==> config.mk <==
export PLATFORM = sky130hd
export DESIGN_NAME = screen_byte_pixel_expander
export DESIGN_NICKNAME = d
export VERILOG_FILES = /design/src/rtl/core/sbpe_pkg.sv /design/src/rtl/core/sbpe_front.sv /design/src/rtl/core/sbpe_queue.sv /design/src/rtl/core/sbpe_emit.sv /design/src/rtl/core/screen_byte_pixel_expander.sv
export SDC_FILE = /design/constraint.sdc
export NUM_CORES = 1
export LEC_CHECK = 0
export BUFFER_PORTS_ARGS = -buffer_cell sky130_fd_sc_hd__clkbuf_2
export CORE_MARGIN = 5
export CORE_UTILIZATION = 45
export CTS_BUF_LIST = sky130_fd_sc_hd__clkbuf_8
export CTS_CLUSTER_SIZE = 16
export DETAILED_ROUTE_END_ITERATION = 7
export GPL_TIMING_DRIVEN = 0
export PLACE_DENSITY_LB_ADDON = 0.3
export SLEW_MARGIN = 20
export SYNTH_ARGS = -nofsm -noshare
export SYNTH_HDL_FRONTEND = slang
export SYNTH_HIERARCHICAL = 1
export SYNTH_SLANG_ARGS = --single-unit
==> constraint.sdc <==
create_clock -name clk -period 7.49 [get_ports clk]
set_input_delay 1.498 -clock clk [delete_from_list [all_inputs] [get_ports clk]]
set_output_delay 1.498 -clock clk [all_outputs]
set_load 0.1 [all_outputs]
==> src/rtl/core/sbpe_pkg.sv <==
// Shared types and constants for the screen byte pixel expander.
package sbpe_pkg;

    localparam logic [1:0] CFG_DISPLAY_START  = 2'd0;
    localparam logic [1:0] CFG_MEMORY_START   = 2'd1;
    localparam logic [1:0] CFG_CHARS_PER_ROW  = 2'd2;
    localparam logic [1:0] CFG_BITS_PER_PIXEL = 2'd3;

    localparam logic [1:0] BPP_1 = 2'd0;
    localparam logic [1:0] BPP_2 = 2'd1;
    localparam logic [1:0] BPP_4 = 2'd2;

    localparam logic [15:0] WRAP_BASE  = 16'h8000;
    localparam logic [6:0]  NARROW_CPR = 7'd80;

    localparam logic [14:0] DISPLAY_START_RST  = 15'h7C00;
    localparam logic [14:0] MEMORY_START_RST   = 15'h7C00;
    localparam logic [6:0]  CHARS_PER_ROW_RST  = 7'd80;
    localparam logic [1:0]  BITS_PER_PIXEL_RST = BPP_1;

    typedef struct packed {
        logic [14:0] display_start;
        logic [14:0] memory_start;
        logic [6:0]  chars_per_row;
        logic [1:0]  bits_per_pixel;
    } cfg_t;

    typedef struct packed {
        logic [9:0]  x_base;
        logic [15:0] ypos;
        logic [7:0]  data;
        logic [1:0]  bpp;
        logic        wide;
        logic        dup;
    } entry_t;

endpackage

==> src/rtl/core/sbpe_front.sv <==
// Front end: accept an item, locate it on screen with a serial divider, hand it on.
module sbpe_front
    import sbpe_pkg::*;
(
    input  logic        clk,
    input  logic        rst_n,
    input  logic        start,
    input  logic [14:0] address,
    input  logic [7:0]  data,
    input  cfg_t        cfg,
    input  logic        queue_full,
    output logic        busy,
    output logic        push,
    output entry_t      push_entry
);

    typedef enum logic [1:0] {
        ST_IDLE,
        ST_DIV,
        ST_PUSH
    } state_t;

    state_t      state_reg;
    logic [12:0] quo_reg;
    logic [6:0]  rem_reg;
    logic [2:0]  lo_reg;
    logic [3:0]  step_reg;
    logic [7:0]  data_reg;

    logic [15:0] off;
    logic [7:0]  partial;
    logic        q_bit;
    logic [7:0]  diff;
    logic [15:0] line;
    logic [15:0] ypos;
    logic        accept;
    logic        skip;

    always_comb
    begin
        if (address < cfg.display_start)
        begin
            off = {1'b0, address} + WRAP_BASE - {1'b0, cfg.memory_start}
                - {1'b0, cfg.display_start};
        end
        else
        begin
            off = {1'b0, address} - {1'b0, cfg.display_start};
        end
        skip    = (cfg.bits_per_pixel != BPP_1 && cfg.bits_per_pixel != BPP_2 &&
                   cfg.bits_per_pixel != BPP_4) ||
                  (cfg.chars_per_row == 7'd0);
        accept  = start && (state_reg == ST_IDLE);
        partial = {rem_reg, quo_reg[12]};
        q_bit   = (partial >= {1'b0, cfg.chars_per_row});
        diff    = partial - {1'b0, cfg.chars_per_row};
        line    = {quo_reg, lo_reg};
        ypos    = line + {2'b00, line[15:2]};
    end

    assign busy = (state_reg != ST_IDLE);
    assign push = (state_reg == ST_PUSH) && !queue_full;

    always_comb
    begin
        push_entry.x_base = {rem_reg, 3'b000};
        push_entry.ypos   = ypos;
        push_entry.data   = data_reg;
        push_entry.bpp    = cfg.bits_per_pixel;
        push_entry.wide   = (cfg.chars_per_row != NARROW_CPR);
        push_entry.dup    = (line[1:0] == 2'b00) && (line != 16'd0);
    end

    always_ff @(posedge clk or negedge rst_n)
    begin
        if (!rst_n)
        begin
            state_reg <= ST_IDLE;
            step_reg  <= '0;
        end
        else
        begin
            unique case (state_reg)
                ST_IDLE:
                begin
                    if (accept && !skip)
                    begin
                        state_reg <= ST_DIV;
                        step_reg  <= 4'd12;
                    end
                end
                ST_DIV:
                begin
                    step_reg <= step_reg - 4'd1;
                    if (step_reg == 4'd0)
                    begin
                        state_reg <= ST_PUSH;
                    end
                end
                ST_PUSH:
                begin
                    if (!queue_full)
                    begin
                        state_reg <= ST_IDLE;
                    end
                end
                default:
                begin
                    state_reg <= ST_IDLE;
                end
            endcase
        end
    end

    always_ff @(posedge clk)
    begin
        if (accept)
        begin
            quo_reg  <= off[15:3];
            lo_reg   <= off[2:0];
            rem_reg  <= '0;
            data_reg <= data;
        end
        else if (state_reg == ST_DIV)
        begin
            quo_reg <= {quo_reg[11:0], q_bit};
            rem_reg <= q_bit ? diff[6:0] : partial[6:0];
        end
    end

endmodule

==> src/rtl/core/sbpe_queue.sv <==
// Two-entry queue between the front end and the pixel emitter.
module sbpe_queue
    import sbpe_pkg::*;
(
    input  logic   clk,
    input  logic   rst_n,
    input  logic   push,
    input  entry_t push_entry,
    input  logic   pop,
    output entry_t pop_entry,
    output logic   empty,
    output logic   full
);

    entry_t     mem_reg [2];
    logic       wr_ptr_reg;
    logic       rd_ptr_reg;
    logic [1:0] count_reg;

    assign empty     = (count_reg == 2'd0);
    assign full      = (count_reg == 2'd2);
    assign pop_entry = mem_reg[rd_ptr_reg];

    always_ff @(posedge clk or negedge rst_n)
    begin
        if (!rst_n)
        begin
            wr_ptr_reg <= 1'b0;
            rd_ptr_reg <= 1'b0;
            count_reg  <= 2'd0;
        end
        else
        begin
            if (push)
            begin
                wr_ptr_reg <= ~wr_ptr_reg;
            end
            if (pop)
            begin
                rd_ptr_reg <= ~rd_ptr_reg;
            end
            if (push && !pop)
            begin
                count_reg <= count_reg + 2'd1;
            end
            else if (pop && !push)
            begin
                count_reg <= count_reg - 2'd1;
            end
        end
    end

    always_ff @(posedge clk)
    begin
        if (push)
        begin
            mem_reg[wr_ptr_reg] <= push_entry;
        end
    end

endmodule

==> src/rtl/core/sbpe_emit.sv <==
// Back end: walk the pixels of one queued item and drive them out one per cycle.
module sbpe_emit
    import sbpe_pkg::*;
(
    input  logic        clk,
    input  logic        rst_n,
    input  entry_t      entry,
    input  logic        empty,
    output logic        pop,
    output logic        strobe,
    output logic [10:0] pixel_x,
    output logic [15:0] pixel_y,
    output logic [3:0]  colour,
    output logic        last
);

    entry_t      cur_reg;
    logic        active_reg;
    logic [3:0]  idx_reg;
    logic        row_reg;
    logic        strobe_reg;
    logic [10:0] pixel_x_reg;
    logic [15:0] pixel_y_reg;
    logic [3:0]  colour_reg;
    logic        last_reg;

    logic        doubled;
    logic [3:0]  last_idx;
    logic        row_end;
    logic        final_pix;
    logic [10:0] xs;
    logic [2:0]  sel;
    logic [3:0]  col;
    logic        load;

    always_comb
    begin
        doubled   = (cur_reg.bpp != BPP_4) && cur_reg.wide;
        last_idx  = doubled ? 4'd15 : 4'd7;
        row_end   = (idx_reg == last_idx);
        final_pix = active_reg && row_end && (row_reg || !cur_reg.dup);
        xs        = doubled ? {cur_reg.x_base, 1'b0} : {1'b0, cur_reg.x_base};
        load      = (!active_reg || final_pix) && !empty;
        sel       = 3'd0;
        col       = 4'd0;
        case (cur_reg.bpp)
            BPP_1:
            begin
                sel = 3'd7 - (cur_reg.wide ? idx_reg[3:1] : idx_reg[2:0]);
                col = {cur_reg.data[sel], 3'b000};
            end
            BPP_2:
            begin
                sel = 3'd7 - {1'b0, (cur_reg.wide ? idx_reg[3:2] : idx_reg[2:1])};
                col = {cur_reg.data[sel], 1'b0, cur_reg.data[sel - 3'd4], 1'b0};
            end
            BPP_4:
            begin
                col = idx_reg[2]
                    ? {cur_reg.data[6], cur_reg.data[4], cur_reg.data[2], cur_reg.data[0]}
                    : {cur_reg.data[7], cur_reg.data[5], cur_reg.data[3], cur_reg.data[1]};
            end
            default:
            begin
                col = 4'd0;
            end
        endcase
    end

    assign pop     = load;
    assign strobe  = strobe_reg;
    assign pixel_x = pixel_x_reg;
    assign pixel_y = pixel_y_reg;
    assign colour  = colour_reg;
    assign last    = last_reg;

    always_ff @(posedge clk or negedge rst_n)
    begin
        if (!rst_n)
        begin
            active_reg <= 1'b0;
            strobe_reg <= 1'b0;
            idx_reg    <= '0;
            row_reg    <= 1'b0;
        end
        else
        begin
            strobe_reg <= active_reg;
            if (load)
            begin
                active_reg <= 1'b1;
                idx_reg    <= '0;
                row_reg    <= 1'b0;
            end
            else if (final_pix)
            begin
                active_reg <= 1'b0;
            end
            else if (active_reg)
            begin
                if (row_end)
                begin
                    idx_reg <= '0;
                    row_reg <= 1'b1;
                end
                else
                begin
                    idx_reg <= idx_reg + 4'd1;
                end
            end
        end
    end

    always_ff @(posedge clk)
    begin
        if (load)
        begin
            cur_reg <= entry;
        end
        if (active_reg)
        begin
            pixel_x_reg <= xs + {7'd0, idx_reg};
            pixel_y_reg <= cur_reg.ypos - {15'd0, row_reg};
            colour_reg  <= col;
            last_reg    <= final_pix;
        end
    end

endmodule

==> src/rtl/core/screen_byte_pixel_expander.sv <==
// Screen byte pixel expander: turns one video memory byte write into its display pixels.
//
// A byte is taken when start is high and busy is low. The front end then goes through one
// load, 13 steps of a one-bit-per-cycle divider that splits the screen offset into character
// row and column, and one hand-off before busy drops again; the hand-off waits, and busy
// stays high, while the queue is full. Pixels leave one per cycle on strobe, 8, 16 or 32 per
// byte (a duplicate row doubles the count), with last marking the final one; the emitter
// reads from a two-entry queue, so the front end works on the next byte while pixels of
// earlier ones stream out. The receiver cannot stall strobe. Bytes written with
// chars_per_row zero or bits_per_pixel three produce no pixels.
module screen_byte_pixel_expander
    import sbpe_pkg::*;
(
    input  logic        clk,
    input  logic        rst_n,
    input  logic        write_enable,
    input  logic [1:0]  write_index,
    input  logic [14:0] write_data,
    input  logic        start,
    output logic        busy,
    input  logic [14:0] address,
    input  logic [7:0]  data,
    output logic        strobe,
    output logic [10:0] pixel_x,
    output logic [15:0] pixel_y,
    output logic [3:0]  colour,
    output logic        last
);

    cfg_t   cfg_reg;
    logic   push;
    entry_t push_entry;
    logic   pop;
    entry_t pop_entry;
    logic   empty;
    logic   full;

    always_ff @(posedge clk or negedge rst_n)
    begin
        if (!rst_n)
        begin
            cfg_reg.display_start  <= DISPLAY_START_RST;
            cfg_reg.memory_start   <= MEMORY_START_RST;
            cfg_reg.chars_per_row  <= CHARS_PER_ROW_RST;
            cfg_reg.bits_per_pixel <= BITS_PER_PIXEL_RST;
        end
        else if (write_enable)
        begin
            unique case (write_index)
                CFG_DISPLAY_START:  cfg_reg.display_start  <= write_data;
                CFG_MEMORY_START:   cfg_reg.memory_start   <= write_data;
                CFG_CHARS_PER_ROW:  cfg_reg.chars_per_row  <= write_data[6:0];
                CFG_BITS_PER_PIXEL: cfg_reg.bits_per_pixel <= write_data[1:0];
                default:            cfg_reg <= cfg_reg;
            endcase
        end
    end

    sbpe_front u_front (
        .clk        (clk),
        .rst_n      (rst_n),
        .start      (start),
        .address    (address),
        .data       (data),
        .cfg        (cfg_reg),
        .queue_full (full),
        .busy       (busy),
        .push       (push),
        .push_entry (push_entry)
    );

    sbpe_queue u_queue (
        .clk        (clk),
        .rst_n      (rst_n),
        .push       (push),
        .push_entry (push_entry),
        .pop        (pop),
        .pop_entry  (pop_entry),
        .empty      (empty),
        .full       (full)
    );

    sbpe_emit u_emit (
        .clk     (clk),
        .rst_n   (rst_n),
        .entry   (pop_entry),
        .empty   (empty),
        .pop     (pop),
        .strobe  (strobe),
        .pixel_x (pixel_x),
        .pixel_y (pixel_y),
        .colour  (colour),
        .last    (last)
    );

endmodule
# --- Word level (Yosys, flattened, before mapping) ---
# Memories as Yosys holds them, arrays and structs flattened. A register that Yosys moved wholly into a read port is not among the register bits.
# Index checks and enable logic that the tools add are counted.
# W data, S select, Z words.
op_classes:
  add_sub_neg: 15
  order_cmp: 5
  eq_ne: 17
  mux: 36
  bitwise_logic: 2
  reduce_logical: 46
ops:
  columns: ["cell", "n"]
  rows:
  - ["$sub A16 B15 Y16", 2]
  - ["$mux W4", 7]
  - ["$mux W13", 2]
  - ["$add A15 B16 Y16 const B", 1]
  - ["$add A16 B14 Y16", 1]
  - ["$mux W16", 1]
  - ["$reduce_bool A16 Y1", 1]
  - ["$reduce_bool A2 Y1", 8]
  - ["$sub A15 B15 Y16", 1]
  - ["$sub A16 B1 Y16", 1]
  - ["$lt A15 B15 Y1", 1]
  - ["$logic_and A1 B1 Y1", 12]
  - ["$lt A3 B4 Y1 const B", 3]
  - ["$mux W2", 6]
  - ["$pmux W4 S3", 1]
  - ["$reduce_and A2 Y1", 6]
  - ["$add A11 B4 Y11", 1]
  - ["$mux W1", 11]
  - ["$mux W11", 1]
  - ["$eq A2 B2 Y1 const B", 5]
  - ["$logic_not A2 Y1", 5]
  - ["$ne A2 B2 Y1 const B", 5]
  - ["$bmux W1 S3", 3]
  - ["$ge A8 B7 Y1", 1]
  - ["other kinds (22)", 35]
word_totals:
  regBits: 129
  mem_bits_rw: 70
  input_bits: 44
  output_inout_bits: 34
  word_cells: 144
  memories: 1
memory_table:
  columns: ["name", "words", "width", "rd", "rd_ports_with_merged_regs", "wr", "line_no", "text"]
  rows:
  - ["u_queue.mem_reg", 2, 35, 1, 1, 1, "sbpe_queue.sv:15", "entry_t mem_reg [2];"]

# --- Logic depth before layout (Yosys ltp) ---
logic_depth:
  ltp_word: 11
  mapped_depth: 12
  depth_no_buf: 12

# --- By module ---
# Netlist, hierarchy kept.
modules_own_cells:
  columns: ["module", "n_inst", "cells_each", "area_per_inst_um2"]
  rows:
  - ["sbpe_front", 1, 517, 4347.9]
  - ["sbpe_emit", 1, 264, 3562.2]
  - ["sbpe_queue", 1, 134, 2975.4]
  - ["screen_byte_pixel_expander", 1, 84, 1495.2]

# --- Least setup slack after synthesis ---
# OpenSTA, ideal clock, no wires.
synth_timing:
  path_type: "register to register"
  start: "register u_emit.idx_reg[0]"
  end: "register u_queue.count_reg[1]"
  setup_time_ns: 0.079
  arrival_time_ns: 3.944
  required_ns: 7.411
  slack_ns: 3.467
  stages_incl_launch_ff: 10
  path_buffers: 0
  synth_period_minus_slack_ns: 4.023
  cell_sequence: "dfrtp_1 > ha_1 > nand2_1 > o41ai_2 > nor2b_1 > inv_1 > ha_1 > xor2_1 > nor2_1 > xor2_1"
synth_via:
  elab_chain_cells: 8
  word_cells_on_any_way: 10
synth_lines:
  columns: ["element", "line_no", "text"]
  rows:
  - ["start, declared", "sbpe_emit.sv:19", "logic [3:0] idx_reg;"]
  - ["start signal, assigned", "sbpe_emit.sv:108", "idx_reg <= idx_reg + 4'd1;"]
  - ["$eq A4 B4 Y1 (*)", "sbpe_emit.sv:40", "row_end = (idx_reg == last_idx);"]
  - ["$logic_and A1 B1 Y1 (*) (2 in series)", "sbpe_emit.sv:41", "final_pix = active_reg && row_end && (row_reg || !cur_reg.dup);"]
  - ["$logic_or A1 B1 Y1 (*)", "sbpe_emit.sv:43", "load = (!active_reg || final_pix) && !empty;"]
  - ["$logic_and A1 B1 Y1 (*)", "sbpe_emit.sv:43", null]
  - ["net pop", "screen_byte_pixel_expander.sv:33", "logic pop;"]
  - ["$logic_not A1 Y1", "sbpe_queue.sv:42", "if (push && !pop)"]
  - ["$logic_and A1 B1 Y1", "sbpe_queue.sv:42", null]
  - ["$mux W2 or $reduce_bool A2 Y1 (tied branches)", null, null]
  - ["end signal, assigned", "sbpe_queue.sv:44", "count_reg <= count_reg + 2'd1;"]
  - ["end signal, assigned", "sbpe_queue.sv:48", "count_reg <= count_reg - 2'd1;"]
  - ["end, declared", "sbpe_queue.sv:18", "logic [1:0] count_reg;"]
# Mark *: on every way through the listed nets, which the timed path passes. The rest lies on a longest branch.
# A chain may end at the register's enable or synchronous reset.

# --- Final worst setup path ---
layout_timing:
  start: "input port address[2]"
  end: "register u_front.quo_reg[11] (data pin)"
layout_via:
  elab_chain_cells: 5
  word_cells_on_any_way: 7
layout_lines:
  columns: ["element", "line_no", "text"]
  rows:
  - ["start, declared", "screen_byte_pixel_expander.sv:21", "input logic [14:0] address,"]
  - ["$add A15 B16 Y16", "sbpe_front.sv:43", "off = {1'b0, address} + WRAP_BASE - {1'b0, cfg.memory_start}"]
  - ["$sub A16 B15 Y16", "sbpe_front.sv:43", null]
  - ["$sub A16 B15 Y16", "sbpe_front.sv:44", "- {1'b0, cfg.display_start};"]
  - ["$mux W16 (*)", "sbpe_front.sv:41", "if (address < cfg.display_start)"]
  - ["$mux W13 (*)", "sbpe_front.sv:117", "if (accept)"]
  - ["end signal, assigned", "sbpe_front.sv:119", "quo_reg <= off[15:3];"]
  - ["end signal, assigned", "sbpe_front.sv:126", "quo_reg <= {quo_reg[11:0], q_bit};"]
  - ["end, declared", "sbpe_front.sv:24", "logic [12:0] quo_reg;"]
# Mark *: on every way between the ends. The rest lies on a longest branch, timed or not.

==> results.rst <==
.. list-table::
   :header-rows: 1

   * - Metric
     - Value
   * - DP Cell Count
     - between 1,000 and 1,500
   * - Count of routing violations after the opening detailed-route iteration
     - between 300 and 400
   * - Gr usage total
     - 0.148
   * - Area of the core region
     - between 20,000 and 30,000 um2
   * - Pre-CTS worst setup slack
     - 3.11 ns
   * - Max Cap Violations
     - 0
   * - Number of enable flip-flop cells after synthesis
     - 170
   * - Largest family of logic cells by synthesized area
     - compound AO/OA/AOI/OAI gates
   * - Count of cells resized by post-cts repair
     - 0
   * - Post-synthesis share of cell area spent on and, or, nand and nor gates
     - 0.0941
   * - Max FFs per register
     - 76
   * - Largest clock skew in the final design
     - around 0.024 ns
   * - Area leader, netlist
     - sky130_fd_sc_hd__edfxtp_1
   * - Sinks on Clock Net
     - 233
   * - Maximum number of pins on one net before global-route repair
     - 48
   * - Path class of the lowest-slack min-delay path
     - reg -> reg
   * - Port Buf Inserts
     - 77
   * - Adder and majority gate portion of the synthesized area
     - 0.0934
   * - Max-slew headroom
     - 0.291
   * - Portion of the post-synthesis area used by sequential elements
     - 0.538
   * - Postcts setup bufs
     - 0
   * - Final non-filler cell area
     - around 14,000 um2
   * - Layout net count
     - between 1,000 and 1,500
   * - FF+latch count, synth
     - 233
   * - Post-Synthesis Cell Area
     - roughly 12,000 um2
   * - Worst-path cell chain
     - clkbuf_2, fa_1, ha_1, nor2b_1, o31a_1, o31ai_4, a21o_1, a21oi_1, or3_1, a32oi_1, o21ai_1
   * - Worst-skew pair later-pin latency
     - about 0.55 ns
   * - Crit path buffers/inverters
     - 1
   * - Synthesized instance count
     - between 900 and 1,000
   * - Hold violation total from the final report
     - 0
   * - CTS clk-pin slew, worst paths
     - roughly 0.06 ns
   * - Width of the chip
     - about 180 um
   * - Synthesized area per cell
     - 12.4 um2
   * - Detailed-route DRC error count
     - 0
   * - Max Clk Rate
     - approximately 260 MHz
   * - Critical Path Sink Type
     - flop
   * - Predominant post-synthesis flop cell
     - sky130_fd_sc_hd__edfxtp_1
   * - Initial antenna violation count
     - 0
   * - Transition time at the pin with the least slew margin
     - around 1.1 ns
   * - ANT cells
     - 0
   * - Min cycle time layout
     - approximately 3.8 ns
   * - Most common cell in the netlist
     - sky130_fd_sc_hd__edfxtp_1
   * - P_leak
     - between 5 and 6 nW
   * - Layout cell share with drive strength beyond 1
     - 0.234
   * - CTS buffer count
     - 40
   * - First-pass iteration count of the detailed router
     - 5
   * - Number of fill cells in the layout
     - approximately 2,300
   * - Post-detailed-placement cell area
     - about 13,000 um2
   * - Die area
     - 30,900 um2
   * - Vias post-DR
     - 7,742
   * - Status
     - finished, final reports clean
   * - Maximum single-stage delay on the critical path
     - 0.50 ns
   * - Crit-path leading delay family
     - compound AO/OA/AOI/OAI gates
   * - Biggest area contributors in the synthesized netlist
     - sky130_fd_sc_hd__edfxtp_1, sky130_fd_sc_hd__dfrtp_1, sky130_fd_sc_hd__mux2_2
   * - Mux contribution to synthesized area
     - 0.0928
   * - Buffer levels on the longest clock path
     - 3
   * - First-pass GRT wire length
     - 37.8 mm
   * - Largest fanout of any net on the critical path
     - 4
   * - Layout Utilization
     - 0.521
   * - Area growth from synthesis to layout
     - 13.6%
   * - Hold Buf Count CTS
     - 0
   * - List of most frequent post-synthesis cells
     - sky130_fd_sc_hd__edfxtp_1, sky130_fd_sc_hd__inv_1, sky130_fd_sc_hd__mux2_2, sky130_fd_sc_hd__nand2_1, sky130_fd_sc_hd__ha_1
   * - DP Wirelength
     - roughly 17 mm
   * - Global placer's final weighted congestion
     - around 0.86
   * - Wirelength, routed
     - 22.7 mm
   * - Area of the multi-input gates
     - around 5300 um2
   * - CP startpoint kind
     - input port
   * - Overall die height
     - approximately 180 um
   * - Worst setup path class
     - in -> reg
   * - Drt wl/cell
     - 15.2 um
   * - I/O pin total
     - between 70 and 80
   * - Part of the cycle the worst path needs
     - 0.513
   * - # setup viols final
     - 0
   * - Final global-route overflow total
     - 0
   * - Initial core utilization
     - 0.458
   * - Maximum vdd ir drop
     - 187 uV
   * - Share of the synthesized area in compound gates (AO/OA/AOI/OAI)
     - 0.101
   * - Root Driver
     - sky130_fd_sc_hd__clkbuf_8
   * - Via count of the first global-routing pass
     - about 7,600
   * - Pwr per Cell Area
     - around 420 nW/um2
   * - Required time at the endpoint of the critical path
     - 7.77 ns
   * - Async S/R FF share, synth
     - 0.240
   * - Worst path arrival time
     - around 4 ns
   * - Sequential cell area
     - 6660 um2
   * - Count of yosys warnings during synthesis
     - 6
   * - Slowest CP cell
     - sky130_fd_sc_hd__fa_1
   * - Final slew viol count
     - 0
   * - Clock H-tree levels
     - 2
   * - Post-route insts no fill
     - between 1,000 and 1,500
   * - Setup TNS
     - 0 ns
   * - Vias per Instance
     - 5.18
   * - TritonCTS clock tree
     - built
   * - FP Rows
     - 60
   * - Fraction of post-synthesis cell area in the top cell type by area
     - 0.412
   * - Worst setup slack after layout
     - 3.65 ns
   * - Cell variety after synth
     - ~80
   * - Xor and xnor fraction of the mapped netlist area
     - 0.0432
   * - Number of routed nets with antenna violations
     - 0
   * - RSZ-0062 raised after global routing
     - no
area by class of cell:
cell class | count | area share
sequential | 233 | 0.474
clock buffer | 42 | 0.0411
inverter | 77 | 0.0205
tap | 341 | 0.0303
timing repair buffer | 81 | 0.0349
buffer | 26 | 0.0123
multi-input combinational | 665 | 0.375
clock inverter | 31 | 0.0120
placed cells by master, fill, tap and decap left out, types with 6 or more instances in the layout:
cell type / count
sky130_fd_sc_hd__a211oi_1: 7
sky130_fd_sc_hd__a21o_1: 11
sky130_fd_sc_hd__a21oi_1: 50
sky130_fd_sc_hd__a31oi_1: 10
sky130_fd_sc_hd__buf_4: 8
sky130_fd_sc_hd__clkbuf_1: 9
sky130_fd_sc_hd__clkbuf_2: 76
sky130_fd_sc_hd__clkbuf_8: 42
sky130_fd_sc_hd__clkinv_1: 6
sky130_fd_sc_hd__clkinv_2: 7
sky130_fd_sc_hd__dfrtp_1: 43
sky130_fd_sc_hd__dfstp_2: 12
sky130_fd_sc_hd__dfxtp_1: 7
sky130_fd_sc_hd__edfxtp_1: 170
sky130_fd_sc_hd__fa_1: 19
sky130_fd_sc_hd__ha_1: 62
sky130_fd_sc_hd__inv_1: 92
sky130_fd_sc_hd__mux2_2: 74
sky130_fd_sc_hd__mux2_4: 10
sky130_fd_sc_hd__mux2i_1: 12
sky130_fd_sc_hd__nand2_1: 66
sky130_fd_sc_hd__nand2b_1: 11
sky130_fd_sc_hd__nand3_1: 25
sky130_fd_sc_hd__nor2_1: 50
sky130_fd_sc_hd__nor2b_1: 14
sky130_fd_sc_hd__nor3_1: 19
sky130_fd_sc_hd__nor4_1: 8
sky130_fd_sc_hd__o21ai_0: 39
sky130_fd_sc_hd__o21ai_1: 9
sky130_fd_sc_hd__or3_1: 8
sky130_fd_sc_hd__xnor2_1: 32
sky130_fd_sc_hd__xor2_1: 29
worst register-to-register path: cells and delay by family, from the launching register on:
family,cells,cell delay (ns)
xor gates and xnor gates,2,0.29
DFF,1,0.57
AOI/OAI and AO/OA,1,0.69
adders and majority gates,2,0.43
buffers and inverters,2,0.31
and+or+nand+nor,3,0.94
where the power goes:
group | total (mW) | switching (mW) | internal [mW] | leakage, nW
clock | 1.06 | 0.504 | 0.559 | 0.444
combinational | 2.74 | 1.72 | 1.03 | 3.01
sequential | 2.07 | 0.216 | 1.85 | 2.30
total | 5.87 | 2.44 | 3.44 | 5.75
per-layer routing:
metal	share of wire	GRT usage	vias to the layer above
met5	0	0	-
met3	0.042	0.0282	37
met4	0.020	0.0481	0
met1	0.49	0.209	3636
li1	-	-	3919
met2	0.45	0.233	150
through the flow:
stage               hold WS, ns  total power [mW]
CTS                       0.418              5.94
finish                    0.434              5.87
global placement          0.424              4.77
detailed placement        0.432              4.84
floorplan                 0.421              4.27
global route              0.439              6.30
logic make-up after synthesis:
| group | Yosys count |
|---|---|
| mux | 98 |
| flops | 233 |
| xor+xnor | 61 |
| buf+inv | 103 |
| other cells | 1 |
| fa+ha+maj | 81 |
| compound gates | 189 |
| simple gates | 233 |
final timing paths:
check | end | depth (start not counted) | from | slack (ns)
setup / recovery | u_front/quo_reg[11]$_DFFE_PP_ | 11 | address[2] | 3.65
max in group asynchronous | cfg_reg[8]$_DFFE_PN1P_ | 2 | rst_n | 6.12
hold reg to reg | u_queue/mem_reg[0][9]$_DFFE_PP_ | 0 | u_front/data_reg[5]$_DFFE_PP_ | 0.43
setup reg to reg | u_queue/count_reg[1]$_DFFE_PN0P_ | 10 | u_emit/idx_reg[0]$_DFFE_PN0P_ | 4.18
hold / removal | u_queue/mem_reg[0][9]$_DFFE_PP_ | 0 | u_front/data_reg[5]$_DFFE_PP_ | 0.43
min in group asynchronous | cfg_reg[36]$_DFFE_PN1P_ | 1 | rst_n | 1.02
Note: power is estimated with default switching activity, not from simulation.
